--- src/design/led_matrix_scan_driver_defines.svh ---
// Assertion macros for the LED matrix scan driver.
// Depends on nothing; included by the modules that carry assertions.
`ifndef LED_MATRIX_SCAN_DRIVER_DEFINES_SVH
`define LED_MATRIX_SCAN_DRIVER_DEFINES_SVH

// Checks that a condition holds in the same cycle.
`define LMSD_CHECK(name, cond, msg) \
  name: assert property (@(posedge clk) disable iff (rst) (cond)) else $error(msg);

// Checks that a condition in one cycle is followed by another in the next.
`define LMSD_CHECK_NEXT(name, ante, cons, msg) \
  name: assert property (@(posedge clk) disable iff (rst) (ante) |=> (cons)) else $error(msg);

`endif

--- src/design/lmsd_pkg.sv ---
// Package for the LED matrix scan driver: sequencer states, mode codes
// and the bit positions of the input and output words. Depends on nothing.
`default_nettype none

package lmsd_pkg;

  typedef enum logic [2:0] {
    ST_IDLE,
    ST_SCAN_RD,
    ST_SCAN_SHIFT,
    ST_EDIT_RD,
    ST_EDIT_WR,
    ST_SWEEP
  } lmsd_state_t;

  localparam logic [2:0] MODE_SCAN  = 3'd0;
  localparam logic [2:0] MODE_PIXEL = 3'd1;
  localparam logic [2:0] MODE_BYTE  = 3'd2;
  localparam logic [2:0] MODE_CLEAR = 3'd3;
  localparam logic [2:0] MODE_FILL  = 3'd4;

  localparam int IN_DATA_W  = 24;
  localparam int OUT_DATA_W = 8;
  localparam int SEL_W      = 4;

  localparam int MODE_LSB  = 0;
  localparam int X_LSB     = 3;
  localparam int Y_LSB     = 9;
  localparam int VALUE_LSB = 14;

endpackage

`default_nettype wire

--- src/design/led_matrix_scan_driver.sv ---
// LED matrix scan driver: frame store with a row-scan sequencer.
// A scan tick reads its row pair, then shifts out one word per cycle while the
// output is not stalled, COLUMN_BYTES*8 words (64 by default) in all; a pixel or
// byte edit reads its row, then writes it back; clear and fill write all rows.
// The single store read port pair and the output shifter set this sequence.
// Reset clears the row valid flags at once, so the whole store reads as zero.
// Depends on lmsd_pkg and led_matrix_scan_driver_defines.svh.
`default_nettype none
`include "led_matrix_scan_driver_defines.svh"

module led_matrix_scan_driver
  import lmsd_pkg::*;
#(
  parameter int SCAN_LINES   = 16,
  parameter int COLUMN_BYTES = 8
) (
  input  wire logic                  clk,
  input  wire logic                  rst,
  input  wire logic                  s_tvalid,
  output logic                       s_tready,
  // mode[2:0], x_position[8:3], y_position[13:9], value[21:14], zero fill above
  input  wire logic [IN_DATA_W-1:0]  s_tdata,
  output logic                       m_tvalid,
  input  wire logic                  m_tready,
  // upper_bit[0], lower_bit[1], row_select[5:2], zero fill above
  output logic [OUT_DATA_W-1:0]      m_tdata,
  output logic                       m_tlast
);

  localparam int STORE_ROWS = 2 * SCAN_LINES;
  localparam int ROW_BITS   = COLUMN_BYTES * 8;
  localparam int ROW_W      = $clog2(STORE_ROWS);
  localparam int LINE_W     = $clog2(SCAN_LINES);
  localparam int COL_W      = $clog2(ROW_BITS);

  lmsd_state_t state, state_next;

  logic [2:0]          op_mode;
  logic [5:0]          op_x;
  logic [4:0]          op_y;
  logic [7:0]          op_value;

  logic [LINE_W-1:0]   line;
  logic [COL_W-1:0]    bit_count;
  logic [ROW_W-1:0]    sweep_row;

  logic [ROW_BITS-1:0] mem [STORE_ROWS];
  logic [STORE_ROWS-1:0] row_valid;
  logic [ROW_BITS-1:0] row_a;
  logic [ROW_BITS-1:0] row_b;

  logic                upper_bit;
  logic                lower_bit;
  logic [SEL_W-1:0]    row_select;

  logic [2:0]          in_mode;
  logic [5:0]          in_x;
  logic [4:0]          in_y;
  logic                in_y_ok;
  logic                accept;

  logic                rd_en;
  logic [ROW_W-1:0]    rd_addr_a;
  logic [ROW_W-1:0]    rd_addr_b;
  logic                wr_en;
  logic [ROW_W-1:0]    wr_addr;
  logic [ROW_BITS-1:0] wr_data;
  logic                out_free;
  logic                shift_en;
  logic                last_bit;

  logic [COL_W-1:0]    pix_pos;
  logic [COL_W-1:0]    byte_pos;
  logic [ROW_BITS-1:0] pix_mask;
  logic [ROW_BITS-1:0] byte_mask;
  logic [ROW_BITS-1:0] byte_data;
  logic [ROW_BITS-1:0] edit_row;
  logic [SEL_W-1:0]    sel_now;

  assign in_mode  = s_tdata[MODE_LSB +: 3];
  assign in_x     = s_tdata[X_LSB +: 6];
  assign in_y     = s_tdata[Y_LSB +: 5];
  assign in_y_ok  = int'(in_y) < STORE_ROWS;
  assign accept   = s_tvalid && s_tready;
  assign out_free = !m_tvalid || m_tready;
  assign last_bit = bit_count == COL_W'(ROW_BITS - 1);
  assign sel_now  = SEL_W'(SCAN_LINES - 1 - int'(line));

  assign pix_pos   = COL_W'(ROW_BITS - 1 - int'(op_x));
  assign byte_pos  = COL_W'(8 * (COLUMN_BYTES - 1 - int'(op_x)));
  assign pix_mask  = ROW_BITS'(1) << pix_pos;
  assign byte_mask = ROW_BITS'(8'hff) << byte_pos;
  assign byte_data = ROW_BITS'(op_value) << byte_pos;

  always_comb begin
    if (op_mode == MODE_PIXEL) begin
      edit_row = (op_value != 8'd0) ? (row_a | pix_mask) : (row_a & ~pix_mask);
    end else begin
      edit_row = (row_a & ~byte_mask) | byte_data;
    end
  end

  always_comb begin
    state_next = state;
    case (state)
      ST_IDLE: begin
        if (s_tvalid) begin
          case (in_mode)
            MODE_SCAN: state_next = ST_SCAN_RD;
            MODE_PIXEL: begin
              if (int'(in_x) < ROW_BITS && in_y_ok) state_next = ST_EDIT_RD;
            end
            MODE_BYTE: begin
              if (int'(in_x) < COLUMN_BYTES && in_y_ok) state_next = ST_EDIT_RD;
            end
            MODE_CLEAR: state_next = ST_SWEEP;
            MODE_FILL: state_next = ST_SWEEP;
            default: state_next = ST_IDLE;
          endcase
        end
      end
      ST_SCAN_RD: state_next = ST_SCAN_SHIFT;
      ST_SCAN_SHIFT: begin
        if (shift_en && last_bit) state_next = ST_IDLE;
      end
      ST_EDIT_RD: state_next = ST_EDIT_WR;
      ST_EDIT_WR: state_next = ST_IDLE;
      ST_SWEEP: begin
        if (sweep_row == ROW_W'(STORE_ROWS - 1)) state_next = ST_IDLE;
      end
      default: state_next = ST_IDLE;
    endcase
  end

  always_comb begin
    s_tready  = 1'b0;
    rd_en     = 1'b0;
    rd_addr_a = ROW_W'(line);
    rd_addr_b = ROW_W'(line) + ROW_W'(SCAN_LINES);
    wr_en     = 1'b0;
    wr_addr   = ROW_W'(op_y);
    wr_data   = edit_row;
    shift_en  = 1'b0;
    case (state)
      ST_IDLE: s_tready = 1'b1;
      ST_SCAN_RD: rd_en = 1'b1;
      ST_SCAN_SHIFT: shift_en = out_free;
      ST_EDIT_RD: begin
        rd_en     = 1'b1;
        rd_addr_a = ROW_W'(op_y);
      end
      ST_EDIT_WR: wr_en = 1'b1;
      ST_SWEEP: begin
        wr_en   = 1'b1;
        wr_addr = sweep_row;
        wr_data = (op_mode == MODE_FILL) ? '1 : '0;
      end
      default: s_tready = 1'b0;
    endcase
  end

  always_ff @(posedge clk) begin
    if (rst) begin
      state     <= ST_IDLE;
      line      <= '0;
      bit_count <= '0;
      sweep_row <= '0;
      row_valid <= '0;
      m_tvalid  <= 1'b0;
    end else begin
      state <= state_next;
      if (accept) sweep_row <= '0;
      else if (state == ST_SWEEP) sweep_row <= sweep_row + 1'b1;
      if (state == ST_SCAN_RD) bit_count <= '0;
      else if (shift_en) bit_count <= bit_count + 1'b1;
      if (shift_en && last_bit) begin
        line <= (line == LINE_W'(SCAN_LINES - 1)) ? '0 : line + 1'b1;
      end
      if (wr_en) row_valid[wr_addr] <= 1'b1;
      if (shift_en) m_tvalid <= 1'b1;
      else if (m_tready) m_tvalid <= 1'b0;
    end
  end

  always_ff @(posedge clk) begin
    if (accept) begin
      op_mode  <= in_mode;
      op_x     <= in_x;
      op_y     <= in_y;
      op_value <= s_tdata[VALUE_LSB +: 8];
    end
    if (shift_en) begin
      upper_bit  <= row_a[0];
      lower_bit  <= row_b[0];
      row_select <= sel_now;
      m_tlast    <= last_bit;
    end
  end

  always_ff @(posedge clk) begin
    if (wr_en) mem[wr_addr] <= wr_data;
    if (rd_en) begin
      row_a <= row_valid[rd_addr_a] ? mem[rd_addr_a] : '0;
      row_b <= row_valid[rd_addr_b] ? mem[rd_addr_b] : '0;
    end else if (shift_en) begin
      row_a <= row_a >> 1;
      row_b <= row_b >> 1;
    end
  end

  assign m_tdata = {{(OUT_DATA_W - SEL_W - 2){1'b0}}, row_select, lower_bit, upper_bit};

  `LMSD_CHECK(a_last_ends_scan, !(m_tvalid && m_tlast && state == ST_SCAN_SHIFT) || bit_count == '0, "last word held past tick")
  `LMSD_CHECK_NEXT(a_shift_loads_word, state == ST_SCAN_SHIFT && out_free, m_tvalid, "free output slot not filled during scan")
  `LMSD_CHECK_NEXT(a_line_steps_on_last, shift_en && last_bit, m_tvalid && m_tlast && state == ST_IDLE, "final word did not end the tick")
  `LMSD_CHECK(a_line_only_at_last, $stable(line) || (m_tvalid && m_tlast), "scan line moved without a final word")

endmodule

`default_nettype wire

--- config.mk ---
export PLATFORM = sky130hd
export DESIGN_NAME = led_matrix_scan_driver
export DESIGN_NICKNAME = d
export VERILOG_FILES = /design/src/design/lmsd_pkg.sv /design/src/design/led_matrix_scan_driver.sv
export VERILOG_INCLUDE_DIRS = /design/src /design/src/design
export SDC_FILE = /design/constraint.sdc
export NUM_CORES = 2
export LEC_CHECK = 0
export BUFFER_PORTS_ARGS = -buffer_cell sky130_fd_sc_hd__clkbuf_2
export CAP_MARGIN = 20
export CORE_MARGIN = 3
export CORE_UTILIZATION = 58
export DETAILED_ROUTE_END_ITERATION = 10
export HOLD_SLACK_MARGIN = 0.03
export PLACE_DENSITY_LB_ADDON = 0.08
export SLEW_MARGIN = 30
export SYNTH_ARGS = -nofsm -noshare
export SYNTH_HDL_FRONTEND = slang
export SYNTH_SLANG_ARGS = --single-unit
--- constraint.sdc ---
create_clock -name clk -period 4.7 [get_ports clk]
set_input_delay 0.235 -clock clk [delete_from_list [all_inputs] [get_ports clk]]
set_output_delay 0.235 -clock clk [all_outputs]
set_load 0.01 [all_outputs]
# ---- Yosys cells after proc, flatten, opt, wreduce, memory -nomap -nowiden
# Memory sizes are Yosys's and may differ from the RTL's.
# Index checks and enable logic that the tools add are counted.
dict set report totals {
  mem_bits_rw 2048
  n_memories 1
  out_inout_bits 11
  reg_bits 208
  inputBits 28
  elab_cells 106
}
# name depth word_bits read_ports rd_clocked_by_memory_dff write_ports line
set mem_list {}
lappend mem_list {mem 32 64 2 0 1 led_matrix_scan_driver.sv:47} ;# logic [ROW_BITS-1:0] mem [STORE_ROWS];
dict set report classes {
  n_mux 33
  add_sub_neg 7
  n_bitwise 7
  n_eq_ne 18
  reduce_logical 16
  n_shift 3
  magnitude_cmp 5
}
# cell n
set op_table {}
lappend op_table {{two-way mux 64 bit} 10}
lappend op_table {{bitwise AND 64 bit} 2}
lappend op_table {{inverter 64 bit} 2}
lappend op_table {{bitwise OR 64 bit} 2}
lappend op_table {{<< shifter 1 x 6 -> 64 bit (first input constant)} 1}
lappend op_table {{<< shifter 8 x 6 -> 64 bit} 1}
lappend op_table {{<< shifter 8 x 6 -> 64 bit (first input constant)} 1}
lappend op_table {{bitwise OR 32 bit} 1}
lappend op_table {{< comparator 5 x 6 -> 1 bit (second input constant)} 3}
lappend op_table {{case mux 3 bit (5 select lines)} 1}
lappend op_table {{equality test 3 x 2 -> 1 bit (second input constant)} 4}
lappend op_table {{equality test 3 bit (second input constant)} 4}
lappend op_table {{two-way mux 3 bit} 4}
lappend op_table {{case mux 3 bit (4 select lines)} 1}
lappend op_table {{two-way mux 1 bit} 11}
lappend op_table {{binary-select mux 1 bit (select 5 bit)} 2}
lappend op_table {{two-way mux 5 bit} 2}
lappend op_table {{OR reduction 2 bit} 5}
lappend op_table {{equality test 3 x 1 -> 1 bit (second input constant)} 3}
lappend op_table {{nonzero test 8 bit} 1}
lappend op_table {{adder 6 x 1 -> 6 bit (second input constant)} 1}
lappend op_table {{equality test 6 bit (second input constant)} 1}
lappend op_table {{logical NOT 3 bit} 2}
lappend op_table {{< comparator 6 x 4 -> 1 bit (second input constant)} 1}
lappend op_table {{other kinds (18)} 23}

# ---- Longest topological paths before layout
dict set report logic_depth {
  ltp_word 7
  ltp_mapped 13
  mapped_depth_nobuf 7
}

# ---- Least setup slack after synthesis
# OpenSTA, ideal clock, no wires.
dict set report synth_timing {
  kind {reg-to-reg}
  start {reg state[1]}
  end {mem mem[16][0] (netlist bit), enable pin}
  path_buffers 4
  path_stages_with_launch 11
  setup_slack_ns -0.334
  setup_ns 0.488
  arrival_ns 4.546
  synth_period_minus_slack_ns 5.034
  path_cell_list {dfxtp_1 > buf_4 > nor2b_1 > clkbuf_1 > and2_1 > clkbuf_1 > clkbuf_1 > nand2_1 > nand2_1 > nand2_1 > nor2_1}
}
dict set report synth_between {
  elab_chain_len 5
}
# item line
set synth_lines {}
lappend synth_lines {{start: declaration} led_matrix_scan_driver.sv:36} ;# lmsd_state_t state, state_next;
lappend synth_lines {{start signal: assignment} led_matrix_scan_driver.sv:171} ;# state <= state_next;
lappend synth_lines {{equality test 3 bit} led_matrix_scan_driver.sv:144} ;# case (state)
lappend synth_lines {{OR reduction 2 bit (no line)} n/a}
lappend synth_lines {{two-way mux 1 bit} led_matrix_scan_driver.sv:144}
lappend synth_lines {{two-way mux 1 bit} led_matrix_scan_driver.sv:201} ;# if (wr_en) mem[wr_addr] <= wr_data;
lappend synth_lines {{two-way mux 1 bit (implied by the code)} led_matrix_scan_driver.sv:201}
lappend synth_lines {{end: declaration} led_matrix_scan_driver.sv:47}
# Parallel ways exist; a longest one is shown, timed or not.

# ---- Worst setup path in the final report
dict set report layout_timing {
  start {reg state[2]}
  end {reg row_a[20], data pin}
}
dict set report layout_between {
  elab_chain_len 6
}
# item line
set layout_lines {}
lappend layout_lines {{equality test 3 x 2 -> 1 bit} led_matrix_scan_driver.sv:144}
lappend layout_lines {{two-way mux 5 bit} led_matrix_scan_driver.sv:144}
lappend layout_lines {{binary-select mux 1 bit (select 5 bit)} led_matrix_scan_driver.sv:203} ;# row_a <= row_valid[rd_addr_a] ? mem[rd_addr_a] : '0;
lappend layout_lines {{two-way mux 1 bit (implied by the code)} led_matrix_scan_driver.sv:203}
lappend layout_lines {{two-way mux 64 bit} led_matrix_scan_driver.sv:203}
lappend layout_lines {{two-way mux 64 bit (*)} led_matrix_scan_driver.sv:202} ;# if (rd_en) begin
lappend layout_lines {{end signal: assignment} led_matrix_scan_driver.sv:203}
lappend layout_lines {{end signal: assignment} led_matrix_scan_driver.sv:206} ;# row_a <= row_a >> 1;
lappend layout_lines {{end: declaration} led_matrix_scan_driver.sv:49} ;# logic [ROW_BITS-1:0] row_a;
# Mark *: on every way between the ends. The rest lies on a longest branch, timed or not. The select of a mux whose other input is x is not followed.
# A chain may end at the register's enable or synchronous reset.

==> flow_summary.json <==
{
  "status": "completed",
  "power_density_nw_per_um2": 403,
  "cts_root_buf": "clkbuf_16",
  "antenna_found_initial": 6,
  "dieArea_um2": 179000,
  "drt_wl_total_mm": 333,
  "synth_cell_types": 65,
  "setup_ws_ns": 0.551,
  "cts.sinks": 2256,
  "synth_top_family_by_area": "compound AO/OA/AOI/OAI gates",
  "grt-ovfl-total": 0,
  "cp.arrival_ns": 4.89,
  "synth_fa_ha_area_share_pct": 0.0497,
  "ios": 39,
  "timing.final.crit_share_pct": 88.3,
  "synth-main-ff-cell": "edfxtp_1",
  "ff2ff_path_depth": 12,
  "async_reset_ff_share_pct": 0,
  "synth_simple_gate_area_share_pct": 6.57,
  "die_y_um": 423,
  "p_leak_nw": 35.7,
  "vdd_drop_max_mv": 0.417,
  "fin_skew_ns": 0.0301,
  "rsz0062_at_grt": "false",
  "hpwl_mm": 176,
  "fmax_ghz": 0.241,
  "place_congestion": 0.886,
  "first_global_vias": 65300,
  "critPathLaunchType": "register",
  "synth_cells": 7008,
  "drt_iter0_markers": 10500,
  "dp_slack_ns": 0.655,
  "num_vias": 68300,
  "cp_slowest_cell": "o311ai_0",
  "hold_depth": 2,
  "vias_per_cell": 7.18,
  "drv_slew": 0,
  "dieWidth_um": 423,
  "final_nets": 7043,
  "crit_path_end_kind": "register",
  "syn_avg_cell_area_um2": 14.4,
  "syn2layout_area_growth_pct": 12.5,
  "start_util_pct": 58.6,
  "cts_tree": "built",
  "clk_latency_ns": 0.87,
  "maxCapViolCount": 0,
  "cts_resized": 0,
  "cts_buffers": 223,
  "setup_violations": 0,
  "synthesis.area_um2": 101000,
  "drc": 0,
  "layout_min_cycle_time_ns": 4.15,
  "ys_seq_area_share_pct": 66.7,
  "muxShareOfSynthArea_pct": 11.0,
  "drive_gt1_share_pct": 15.7,
  "critPathMaxStageDelay_ns": 0.72,
  "path_max_fanout": 62,
  "cp.required_ns": 5.44,
  "grt_max_degree": 117,
  "tightestPinTransition_ns": 1.05,
  "clk_path_buf_depth": 3,
  "portBuffers": 34,
  "design.core.area_um2": 172000,
  "synth-seq-cells": 2256,
  "synth_compound_area_share_pct": 12.4,
  "synth-edff-count": 2205,
  "cp_common_cell": "buf_12",
  "grt_pass1_wl_mm": 473,
  "finalInstanceArea_um2": 113000,
  "path_class": "reg2reg",
  "p_total_mw": 45.6,
  "clkTransAtPathRegs_ns": 0.06,
  "antenna_left": 0,
  "hold_path.class": "in2reg",
  "grtUsageTotal_pct": 36.9,
  "slew_headroom_pct": 30.0,
  "first_pass_iters": 9,
  "crit_path_cell_trace": "nand3b_4 > buf_4 > a21o_4 > buf_12 > buf_12 > buf_12 > nand2_1 > a32oi_1 > a31oi_1 > o311ai_0 > buf_4 > a22o_1",
  "row_count": 152,
  "wl_per_cell_um": 35.0,
  "htreeDepth": 4,
  "finalHoldViolCount": 0,
  "synth_xor_xnor_area_share_pct": 0.0869,
  "place_area_um2": 106000,
  "yosysWarnings": 0
}
## critical path: cells and delay by family (launching register included)
| kind | cells | cell delay (ns) |
|---|---|---|
| AO/OA/AOI/OAI | 5 | 1.53 |
| buffers and inverters | 5 | 1.35 |
| AND/OR/NAND/NOR | 2 | 0.50 |
| flip-flops | 1 | 0.49 |
## cell families after synthesis
group,after synthesis
DFF,2256
adders and majority gates,4
other,1
xor gates and xnor gates,10
AOI/OAI and AO/OA,1802
and+or+nand+nor,1499
muxes,701
buffers and inverters,735
## state kept, by name, summed over array words and instances (netlist names), 6 cells and up
signal     cells
row_b         64
op_value       8
op_x           6
row_a         64
bit_count      6
row_valid     32
mem         2048
## power breakdown
group | internal [mW] | leakage [nW] | total [mW] | switching [mW]
clock | 10.2 | 3.61 | 18.0 | 7.81
combinational | 0.810 | 11.8 | 3.60 | 2.79
sequential | 23.8 | 20.3 | 24.0 | 0.276
total | 34.8 | 35.7 | 45.6 | 10.9
## cells in the final DEF (no fill, tap or decap), types with 137 or more instances in the layout
master / n
nand3_1: 154
a21oi_1: 413
a211oi_1: 444
a221oi_1: 189
mux2i_1: 373
clkbuf_16: 225
mux4_2: 324
nor2b_1: 188
o21ai_0: 197
buf_4: 210
inv_1: 137
edfxtp_1: 2205
nand2_1: 868
## layout make-up
cell class | count | area (um^2)
well taps | 2310 | 2890
clock buffers | 269 | 5820
inverters | 138 | 523
flip-flops and latches | 2256 | 67200
multi-input cells | 4018 | 31300
repair buffers | 374 | 4100
fillers | 12200 | 58800
diodes | 2 | 5.00
clock inverters | 150 | 1510
## per-stage QoR
stage,cells,hold WS (ns),utilization (%),TNS (ns)
after floorplan,7009,0.334,-,-472.30
after global placement,9071,0.412,61.3,0
after detailed placement,9071,0.414,61.4,0
after CTS,9515,0.0313,65.8,0
after global routing,9515,0.0783,65.8,0
final,9517,0.0818,65.9,0
## metal layers
layer,vias to the layer above,routed length [um],GRT usage [%]
li1,27800,-,-
met1,34500,121000,50.1
met2,4879,154000,57.6
met3,1042,38800,7.26
met4,0,19300,18.2
met5,-,0,0
## synthesized netlist by cell type (all sizes together), types with 4 or more instances
cell    number  area (um^2)
a211oi     444         3330
a21oi      416         2100
a221oi     189         1660
a22o        63          552
a22oi       65          502
a311oi      68          596
a31oi       67          419
a32oi      128         1120
and2         6         37.5
buf        295         1580
clkbuf     301         1130
dfxtp       51         1020
edfxtp    2205        66200
ha           4         50.1
inv        138          518
mux2i      374         3750
mux4       324         7300
nand2      878         3300
nand2b      70          438
nand3      155          776
nand3b       4         42.5
nand4        5         31.3
nor2       162          608
nor2b      188         1180
nor3        10         50.1
nor3b        9         67.6
o211ai      12         90.1
o21a        11         82.6
o21ai      257         1290
o21ba        4         40.0
o311ai      62          543
o31ai        4         40.0
xnor2        7         61.3
## path summary, 6_finish.rpt
path / startpoint / end / slack, ns
min: s_tdata[17] / op_value[3]$_DFFE_PP_ / 0.08
max reg2reg: state[2]$_SDFFE_PP0P_ / row_a[20]$_DFFE_PP_ / 0.55
max: state[2]$_SDFFE_PP0P_ / row_a[20]$_DFFE_PP_ / 0.55
min reg2reg: row_b[0]$_DFFE_PP_ / lower_bit$_DFFE_PP_ / 0.43
## timing repair
item / in CTS / in global routing
endpoints found under the setup margin: 0 / 0
hold buffers: 25 / 0
hold endpoints to repair: 36 / 0
buffers inserted: 0 / 0
Power figures use the tool's default switching activity.
